**src/rtl/bhe_pkg.sv**
```systemverilog
// Shared types and constants of the bitmap hit enumerator.
package bhe_pkg;

    localparam int WORD_BITS     = 32;
    localparam int POS_W         = 5;
    localparam int INDEX_W       = 21;
    localparam int HITS_W        = 22;
    localparam int WNUM_W        = INDEX_W - POS_W;
    localparam int MAP_WORDS_DEF = 65536;
    localparam int QUEUE_DEPTH   = 2;
    localparam int QPTR_W        = $clog2(QUEUE_DEPTH);
    localparam int QCNT_W        = QPTR_W + 1;

    typedef struct packed {
        logic                  start;
        logic [WORD_BITS-1:0]  word;
        logic [WNUM_W-1:0]     wnum;
    } bhe_entry_t;

    typedef struct packed {
        logic full;
        logic valid;
    } bhe_qstat_t;

endpackage

```
**src/rtl/bhe_front.sv**
```systemverilog
// Front end: accepts bitmap words, keeps the word counter and queues work.
module bhe_front #(
    parameter int MAP_WORDS = bhe_pkg::MAP_WORDS_DEF
) (
    input  logic                          clk,
    input  logic                          rst_n,
    input  logic                          in_valid,
    output logic                          in_stall,
    input  logic [bhe_pkg::WORD_BITS-1:0] map_word,
    input  logic                          map_start,
    input  bhe_pkg::bhe_qstat_t           qstat,
    output logic                          push,
    output bhe_pkg::bhe_entry_t           push_entry
);

    localparam int WC_W = $clog2(MAP_WORDS + 1);

    logic [WC_W-1:0]                      wc_reg;
    logic [WC_W-1:0]                      wc_next;
    logic [WC_W-1:0]                      wc_eff;
    logic [WC_W+bhe_pkg::WNUM_W-1:0]      wc_ext;
    logic                                 accept;
    logic                                 in_map;

    assign in_stall = qstat.full;
    assign accept   = in_valid && !qstat.full;
    assign wc_eff   = map_start ? '0 : wc_reg;
    assign in_map   = wc_eff < WC_W'(MAP_WORDS);
    assign wc_ext   = {{bhe_pkg::WNUM_W{1'b0}}, wc_eff};

    always_comb
    begin
        wc_next = wc_reg;
        if (accept)
        begin
            wc_next = in_map ? wc_eff + WC_W'(1) : WC_W'(MAP_WORDS);
        end
    end

    assign push             = accept && in_map && (map_start || (map_word != '0));
    assign push_entry.start = map_start;
    assign push_entry.word  = map_word;
    assign push_entry.wnum  = wc_ext[bhe_pkg::WNUM_W-1:0];

    always_ff @(posedge clk or negedge rst_n)
    begin
        if (!rst_n)
        begin
            wc_reg <= '0;
        end
        else
        begin
            wc_reg <= wc_next;
        end
    end

endmodule

```
**src/rtl/bhe_fifo.sv**
```systemverilog
// Short queue of classified words between the front and back ends.
module bhe_fifo (
    input  logic                clk,
    input  logic                rst_n,
    input  logic                push,
    input  bhe_pkg::bhe_entry_t push_entry,
    input  logic                pop,
    output bhe_pkg::bhe_entry_t head,
    output bhe_pkg::bhe_qstat_t qstat
);

    bhe_pkg::bhe_entry_t                mem_reg [bhe_pkg::QUEUE_DEPTH];
    logic [bhe_pkg::QPTR_W-1:0]         wptr_reg;
    logic [bhe_pkg::QPTR_W-1:0]         wptr_next;
    logic [bhe_pkg::QPTR_W-1:0]         rptr_reg;
    logic [bhe_pkg::QPTR_W-1:0]         rptr_next;
    logic [bhe_pkg::QCNT_W-1:0]         cnt_reg;
    logic [bhe_pkg::QCNT_W-1:0]         cnt_next;

    assign head        = mem_reg[rptr_reg];
    assign qstat.valid = cnt_reg != '0;
    assign qstat.full  = cnt_reg == bhe_pkg::QCNT_W'(bhe_pkg::QUEUE_DEPTH);

    always_comb
    begin
        wptr_next = wptr_reg;
        rptr_next = rptr_reg;
        cnt_next  = cnt_reg;
        if (push)
        begin
            wptr_next = (wptr_reg == bhe_pkg::QPTR_W'(bhe_pkg::QUEUE_DEPTH - 1)) ?
                        '0 : wptr_reg + bhe_pkg::QPTR_W'(1);
        end
        if (pop)
        begin
            rptr_next = (rptr_reg == bhe_pkg::QPTR_W'(bhe_pkg::QUEUE_DEPTH - 1)) ?
                        '0 : rptr_reg + bhe_pkg::QPTR_W'(1);
        end
        if (push && !pop)
        begin
            cnt_next = cnt_reg + bhe_pkg::QCNT_W'(1);
        end
        else if (pop && !push)
        begin
            cnt_next = cnt_reg - bhe_pkg::QCNT_W'(1);
        end
    end

    always_ff @(posedge clk)
    begin
        if (push)
        begin
            mem_reg[wptr_reg] <= push_entry;
        end
    end

    always_ff @(posedge clk or negedge rst_n)
    begin
        if (!rst_n)
        begin
            wptr_reg <= '0;
            rptr_reg <= '0;
            cnt_reg  <= '0;
        end
        else
        begin
            wptr_reg <= wptr_next;
            rptr_reg <= rptr_next;
            cnt_reg  <= cnt_next;
        end
    end

    a_no_underflow: assert property (@(posedge clk) disable iff (!rst_n)
        pop |-> qstat.valid)
        else $error("queue popped while empty");

    a_no_overflow: assert property (@(posedge clk) disable iff (!rst_n)
        (push && !pop) |-> !qstat.full)
        else $error("queue pushed while full");

    a_count_range: assert property (@(posedge clk) disable iff (!rst_n)
        cnt_reg <= bhe_pkg::QCNT_W'(bhe_pkg::QUEUE_DEPTH))
        else $error("queue count out of range");

endmodule

```
**src/rtl/bhe_back.sv**
```systemverilog
// Back end: scans queued words one set bit per cycle while the output is not stalled and emits hit words.
module bhe_back (
    input  logic                          clk,
    input  logic                          rst_n,
    input  bhe_pkg::bhe_entry_t           head,
    input  bhe_pkg::bhe_qstat_t           qstat,
    output logic                          pop,
    output logic                          out_valid,
    input  logic                          out_stall,
    output logic [bhe_pkg::INDEX_W-1:0]   hit_index,
    output logic [bhe_pkg::HITS_W-1:0]    hit_number,
    output logic                          last_in_word
);

    logic                              busy_reg;
    logic                              busy_next;
    logic [bhe_pkg::WORD_BITS-1:0]     rem_reg;
    logic [bhe_pkg::WORD_BITS-1:0]     rem_next;
    logic [bhe_pkg::WORD_BITS-1:0]     rem_clr;
    logic [bhe_pkg::WNUM_W-1:0]        wnum_reg;
    logic [bhe_pkg::HITS_W-1:0]        hit_reg;
    logic [bhe_pkg::HITS_W-1:0]        hit_next;
    logic [bhe_pkg::HITS_W-1:0]        hit_inc;
    logic                              ov_reg;
    logic                              ov_next;
    logic [bhe_pkg::INDEX_W-1:0]       idx_reg;
    logic [bhe_pkg::HITS_W-1:0]        num_reg;
    logic                              last_reg;
    logic [bhe_pkg::POS_W-1:0]         pos;
    logic                              emit;
    logic                              room;

    assign room = !ov_reg || !out_stall;
    assign pop  = !busy_reg && qstat.valid;
    assign emit = busy_reg && room;

    always_comb
    begin
        pos = '0;
        for (int i = bhe_pkg::WORD_BITS - 1; i >= 0; i--)
        begin
            if (rem_reg[bhe_pkg::WORD_BITS - 1 - i])
            begin
                pos = bhe_pkg::POS_W'(i);
            end
        end
    end

    always_comb
    begin
        rem_clr = rem_reg;
        rem_clr[bhe_pkg::POS_W'(bhe_pkg::WORD_BITS - 1) - pos] = 1'b0;
    end

    assign hit_inc = (hit_reg == '1) ? hit_reg : hit_reg + bhe_pkg::HITS_W'(1);

    always_comb
    begin
        busy_next = busy_reg;
        rem_next  = rem_reg;
        hit_next  = hit_reg;
        ov_next   = ov_reg && out_stall;
        if (pop)
        begin
            rem_next  = head.word;
            busy_next = head.word != '0;
            if (head.start)
            begin
                hit_next = '0;
            end
        end
        else if (emit)
        begin
            rem_next  = rem_clr;
            busy_next = rem_clr != '0;
            hit_next  = hit_inc;
            ov_next   = 1'b1;
        end
    end

    always_ff @(posedge clk)
    begin
        if (pop)
        begin
            wnum_reg <= head.wnum;
        end
        if (emit)
        begin
            idx_reg  <= {wnum_reg, pos};
            num_reg  <= hit_inc;
            last_reg <= rem_clr == '0;
        end
        rem_reg <= rem_next;
    end

    always_ff @(posedge clk or negedge rst_n)
    begin
        if (!rst_n)
        begin
            busy_reg <= 1'b0;
            hit_reg  <= '0;
            ov_reg   <= 1'b0;
        end
        else
        begin
            busy_reg <= busy_next;
            hit_reg  <= hit_next;
            ov_reg   <= ov_next;
        end
    end

    assign out_valid    = ov_reg;
    assign hit_index    = idx_reg;
    assign hit_number   = num_reg;
    assign last_in_word = last_reg;

    a_busy_has_bits: assert property (@(posedge clk) disable iff (!rst_n)
        busy_reg |-> (rem_reg != '0))
        else $error("scanner busy with an empty word");

    a_last_ends_word: assert property (@(posedge clk) disable iff (!rst_n)
        (emit && (rem_clr == '0)) |=> !busy_reg)
        else $error("scanner still busy after the last hit of a word");

    a_count_nonzero: assert property (@(posedge clk) disable iff (!rst_n)
        ov_reg |-> (num_reg != '0))
        else $error("hit word with a zero hit count");

endmodule

```
**src/rtl/bitmap_hit_enumerator.sv**
```systemverilog
// Top level of the bitmap hit enumerator.
// Each accepted 32-bit bitmap word is classified by the front end in the cycle it is
// accepted and queued; the back end then emits one hit word per cycle for each set bit
// while the output is not stalled, scanning from bit 31 (position 0) down to bit 0. The
// back end first takes a word from the queue and then emits one hit per set bit; a word
// with no set bits or past the map is not queued unless it carries a start flag, and the
// back end takes such a start word from the queue without emitting a hit.
module bitmap_hit_enumerator #(
    parameter int MAP_WORDS = bhe_pkg::MAP_WORDS_DEF
) (
    input  logic                          clk,
    input  logic                          rst_n,
    input  logic                          in_valid,
    output logic                          in_stall,
    input  logic [bhe_pkg::WORD_BITS-1:0] map_word,
    input  logic                          map_start,
    output logic                          out_valid,
    input  logic                          out_stall,
    output logic [bhe_pkg::INDEX_W-1:0]   hit_index,
    output logic [bhe_pkg::HITS_W-1:0]    hit_number,
    output logic                          last_in_word
);

    bhe_pkg::bhe_qstat_t qstat;
    bhe_pkg::bhe_entry_t push_entry;
    bhe_pkg::bhe_entry_t head;
    logic                push;
    logic                pop;

    bhe_front #(
        .MAP_WORDS (MAP_WORDS)
    ) u_front (
        .clk        (clk),
        .rst_n      (rst_n),
        .in_valid   (in_valid),
        .in_stall   (in_stall),
        .map_word   (map_word),
        .map_start  (map_start),
        .qstat      (qstat),
        .push       (push),
        .push_entry (push_entry)
    );

    bhe_fifo u_fifo (
        .clk        (clk),
        .rst_n      (rst_n),
        .push       (push),
        .push_entry (push_entry),
        .pop        (pop),
        .head       (head),
        .qstat      (qstat)
    );

    bhe_back u_back (
        .clk          (clk),
        .rst_n        (rst_n),
        .head         (head),
        .qstat        (qstat),
        .pop          (pop),
        .out_valid    (out_valid),
        .out_stall    (out_stall),
        .hit_index    (hit_index),
        .hit_number   (hit_number),
        .last_in_word (last_in_word)
    );

endmodule

```
**config.mk**
```make
export PLATFORM = sky130hd
export DESIGN_NAME = bitmap_hit_enumerator
export DESIGN_NICKNAME = d
export VERILOG_FILES = /design/src/rtl/bhe_pkg.sv /design/src/rtl/bhe_front.sv /design/src/rtl/bhe_fifo.sv /design/src/rtl/bhe_back.sv /design/src/rtl/bitmap_hit_enumerator.sv
export SDC_FILE = /design/constraint.sdc
export NUM_CORES = 1
export LEC_CHECK = 0
export ABC_CLOCK_PERIOD_IN_PS = 7000
export BUFFER_PORTS_ARGS = -buffer_cell sky130_fd_sc_hd__buf_2
export CAP_MARGIN = 20
export CELL_PAD_IN_SITES_DETAIL_PLACEMENT = 1
export CELL_PAD_IN_SITES_GLOBAL_PLACEMENT = 1
export CORE_MARGIN = 1.5
export CORE_UTILIZATION = 50
export DETAILED_ROUTE_END_ITERATION = 7
export GPL_ROUTABILITY_DRIVEN = 0
export MAX_ROUTING_LAYER = met4
export PLACE_DENSITY_LB_ADDON = 0.1
export SYNTH_ARGS = -nofsm -noshare
export SYNTH_HDL_FRONTEND = slang
export SYNTH_HIERARCHICAL = 1
export SYNTH_SLANG_ARGS = --single-unit
```
**constraint.sdc**
```tcl
create_clock -name clk -period 7 [get_ports clk]
set_input_delay 0.35 -clock clk [delete_from_list [all_inputs] [get_ports clk]]
set_output_delay 0.35 -clock clk [all_outputs]
set_load 0.05 [all_outputs]
```
==> reports/metrics.json <==
{
  "synth.largest_area_cell": "sky130_fd_sc_hd__edfxtp_1",
  "overflow": 0,
  "dp_worst_setup_slack_ns": 3.523,
  "register_area_sq_mm": 0.006833,
  "final-max-slew-violation-count": 0,
  "synth-adder-area-share_pct": 0.3417,
  "numClockSinks": 235,
  "parity_gate_share_of_the_synthesized_area_counting_xor_and_xnor_cells_pct": 1.754,
  "power_density_mw_per_mm2": 310.3,
  "hp-class": "in -> reg",
  "relSlewSlack_pct": 30.84,
  "critical_path_peak_fanout": 8,
  "cts_tree": "built",
  "syn_avg_cell_area_sq_um": 12.82,
  "grt_max_degree": 66,
  "netlist.area_leader.share_pct": 51.94,
  "synth_enable_flop_cells": 190,
  "min_from": "map_word[31]",
  "setup_slack_ns": 3.398,
  "timing.critical_path.slowest_stage_cell": "sky130_fd_sc_hd__nor4_1",
  "cts_post_setup_buffers_inserted": 0,
  "netlist-cell-type-count": 66,
  "critPathTopFamily": "simple AND/OR/NAND/NOR gates",
  "synth_sequential_area_ratio_pct": 62.19,
  "areaGrowthSynthToFinish_pct": 11.22,
  "yosys-top-cells-area": "sky130_fd_sc_hd__edfxtp_1 (52%), sky130_fd_sc_hd__dfrtp_1 (10%), sky130_fd_sc_hd__mux2_4 (6.7%), sky130_fd_sc_hd__o21ai_0 (3.2%), sky130_fd_sc_hd__nand2_1 (3.1%)",
  "synth_seq_cells": 235,
  "yosys-mux-area-fraction_pct": 7.769,
  "mostFrequentLayoutCell": "sky130_fd_sc_hd__edfxtp_1",
  "cp.arrival_ns": 4.00,
  "worstPathRequired_ns": 7.40,
  "lkg_pwr_nw": 4.654,
  "whs_ns": 0.03619,
  "net_count_after_synthesis": 897,
  "largest_reg_flops": 98,
  "viasPerCell": 5.968,
  "clock.fmax_mhz": 277.6,
  "antenna_left": 0,
  "detail_route.iter0.violations": 540,
  "timing.final.crit_share_pct": 51.46,
  "final.setup_skew_ns": 0.01284,
  "path_cells": "nor4_1, nand3_1, or3_1, nor2_1, a31oi_1, o22ai_1, o2111ai_1, a2111o_1, o31a_1",
  "worstSetupPathType": "reg -> reg",
  "cts-root-buf": "sky130_fd_sc_hd__clkbuf_16",
  "num_io_pins": 83,
  "clock_h_tree_levels": 1,
  "grt_pass1_wl_mm": 40.70,
  "layout_min_cycle_time_ns": 3.602,
  "fp.dieW_um": 151.2,
  "grt_setup_unrepaired": "false",
  "worst_hold_path.endpoint": "u_fifo/mem_reg[0][47]",
  "ff2ff_path_depth": 9,
  "netlist_instances": 857,
  "finalNetCount": 947,
  "chipHeight_um": 151.2,
  "timing.critical_path.slowest_cell_delay_ns": 0.62,
  "max_cap_violations": 0,
  "worstPathBufferInverterCount": 0,
  "setup.reg_to_reg.worst_slack_ns": 3.40,
  "status": "finished clean",
  "simple_gate_area_share_of_the_yosys_netlist_pct": 13.53,
  "grt_pass1_vias": 7250,
  "fp.dieArea_sq_mm": 0.02287,
  "fin_setup_tns_ns": 0,
  "async_reset_ff_share_pct": 19.15,
  "grt_antenna_before_repair": 1,
  "worstSkewPairLatency_ns": 0.52,
  "dr_total_vias": 7198,
  "grt.total_usage_pct": 23.74,
  "post_synthesis_instance_area_sq_mm": 0.01098,
  "wl_per_cell_um": 21.63,
  "p_total_mw": 3.791,
  "most_used_flip_flop_cell_after_synthesis": "sky130_fd_sc_hd__edfxtp_1",
  "cts_max_path_buffers": 3,
  "fp.coreArea_sq_mm": 0.02169,
  "route.final.wire_length_mm": 26.08,
  "worstReg2RegEnd": "u_back/busy_reg",
  "multi_input_area_sq_mm": 0.003621,
  "fin_util_pct": 56.33,
  "firstDrtPassIters": 5,
  "drt_drc_violations_left": 0,
  "timing.final.setup_violations": 0,
  "post_route_cells_drive_above_1_share_pct": 22.38,
  "clk_transition_reported_paths_ns": 0.06,
  "finalHoldViolCount": 0,
  "final_cell_mix": "sky130_fd_sc_hd__edfxtp_1 (190), sky130_fd_sc_hd__nand2_1 (92), sky130_fd_sc_hd__buf_2 (82)",
  "ys.warnings.count": 6,
  "timing.hold.worst_path_depth": 1,
  "vdd.ir_drop.worst_mv": 0.2616,
  "num_cts_buffers": 25,
  "hpwlAfterDp_mm": 18.07,
  "r2r_start": "u_back/rem_reg[30]",
  "core.rowCount": 54,
  "critical_path.endpoint_type": "flip-flop",
  "critPathLaunchType": "flip-flop",
  "worstMarginPinSlew_ns": 1.035,
  "numPortBuffers": 82,
  "initial_core_util_pct": 50.65,
  "area_fraction_in_compound_gates_after_synthesis_pct": 9.489,
  "fillers": 2193,
  "main_combinational_cell_family_by_area_after_synthesis": "simple AND/OR/NAND/NOR gates"
}
per-stage QoR:
step           area, sq um  cells
4_1_cts              12190   1204
2_1_floorplan        10980    857
3_3_place_gp         11320   1157
5_1_grt              12220   1206
6_report             12220   1206
3_5_place_dp         11340   1158
area by class of cell:
cell class,instances,area share [%]
Antenna cell,1,0.02048
Clock buffer,38,6.258
Clock inverter,7,0.6862
Inverter,15,0.4609
Multi-Input combinational cell,539,29.64
Sequential cell,235,55.93
Tap cell,280,2.868
Timing Repair Buffer,91,4.138
what timing repair did:
item | 4_1_cts | 5_1_grt
endpoints found under the hold margin | 45 | 0
hold buffers | 1 | 0
gates resized for setup | 0 | 0
cell usage after synthesis (3+ instances only):
| cell type | number |
|---|---|
| sky130_fd_sc_hd__nand4_1 | 10 |
| sky130_fd_sc_hd__a22o_1 | 9 |
| sky130_fd_sc_hd__xnor2_1 | 7 |
| sky130_fd_sc_hd__mux2_4 | 49 |
| sky130_fd_sc_hd__ha_1 | 3 |
| sky130_fd_sc_hd__or2_2 | 6 |
| sky130_fd_sc_hd__or3_1 | 4 |
| sky130_fd_sc_hd__o21bai_1 | 3 |
| sky130_fd_sc_hd__mux2_2 | 6 |
| sky130_fd_sc_hd__or4_4 | 3 |
| sky130_fd_sc_hd__o22ai_1 | 4 |
| sky130_fd_sc_hd__buf_2 | 4 |
| sky130_fd_sc_hd__xor2_1 | 15 |
| sky130_fd_sc_hd__nand2b_1 | 10 |
| sky130_fd_sc_hd__dfrtp_1 | 45 |
| sky130_fd_sc_hd__and3_1 | 10 |
| sky130_fd_sc_hd__nand2_1 | 92 |
| sky130_fd_sc_hd__nor2_1 | 53 |
| sky130_fd_sc_hd__o21ai_0 | 70 |
| sky130_fd_sc_hd__o31ai_1 | 11 |
| sky130_fd_sc_hd__mux2i_1 | 5 |
| sky130_fd_sc_hd__buf_12 | 5 |
| sky130_fd_sc_hd__or4_1 | 5 |
| sky130_fd_sc_hd__inv_1 | 13 |
| sky130_fd_sc_hd__buf_4 | 36 |
| sky130_fd_sc_hd__o211ai_1 | 15 |
| sky130_fd_sc_hd__and2_1 | 5 |
| sky130_fd_sc_hd__nand3_1 | 16 |
| sky130_fd_sc_hd__a31oi_1 | 8 |
| sky130_fd_sc_hd__a21o_1 | 3 |
| sky130_fd_sc_hd__nor2b_1 | 22 |
| sky130_fd_sc_hd__nor3_1 | 14 |
| sky130_fd_sc_hd__nor4_1 | 30 |
| sky130_fd_sc_hd__clkbuf_1 | 20 |
| sky130_fd_sc_hd__o311ai_0 | 3 |
| sky130_fd_sc_hd__a21oi_1 | 15 |
| sky130_fd_sc_hd__edfxtp_1 | 190 |
worst max path at each step:
stage                                  to  cells past startpoint               start
floorplan            u_fifo/mem_reg[0][0]                      6   u_fifo/cnt_reg[1]
global placement          u_back/busy_reg                     10  u_back/rem_reg[16]
detailed placement        u_back/busy_reg                      9  u_back/rem_reg[25]
CTS                 u_fifo/mem_reg[0][34]                      6   u_fifo/cnt_reg[1]
global route              u_back/busy_reg                      9  u_back/rem_reg[29]
finish                    u_back/busy_reg                      9  u_back/rem_reg[30]
routing by layer:
| metal | vias to the layer above | share of wire [%] | global-route usage (%) |
|---|---|---|---|
| li1 | 3293 | - | - |
| met1 | 3597 | 46 | 33.73 |
| met2 | 255 | 47 | 36.09 |
| met3 | 53 | 5.7 | 3.253 |
| met4 | 0 | 2.1 | 6.214 |
| met5 | - | 0 | - |
report_power, final:
group          switching [mW]  internal (mW)  total [mW]  leakage, nW
combinational           0.384          0.244       0.628         1.80
clock                   0.521          0.821        1.34        0.423
sequential             0.0918           1.73        1.82         2.43
kinds of logic (layout without fill, tap and decap cells):
logic type               after synthesis  in the layout
other                                  0              1
AO/OA/AOI/OAI                        163            163
XOR/XNOR                              22             22
multiplexers                          60             60
buffers and inverters                 83            151
AND/OR/NAND/NOR                      291            291
adder cells (fa/ha/maj)                3              3
flip-flops                           235            235
No activity file was read; power rests on OpenSTA's default activity.
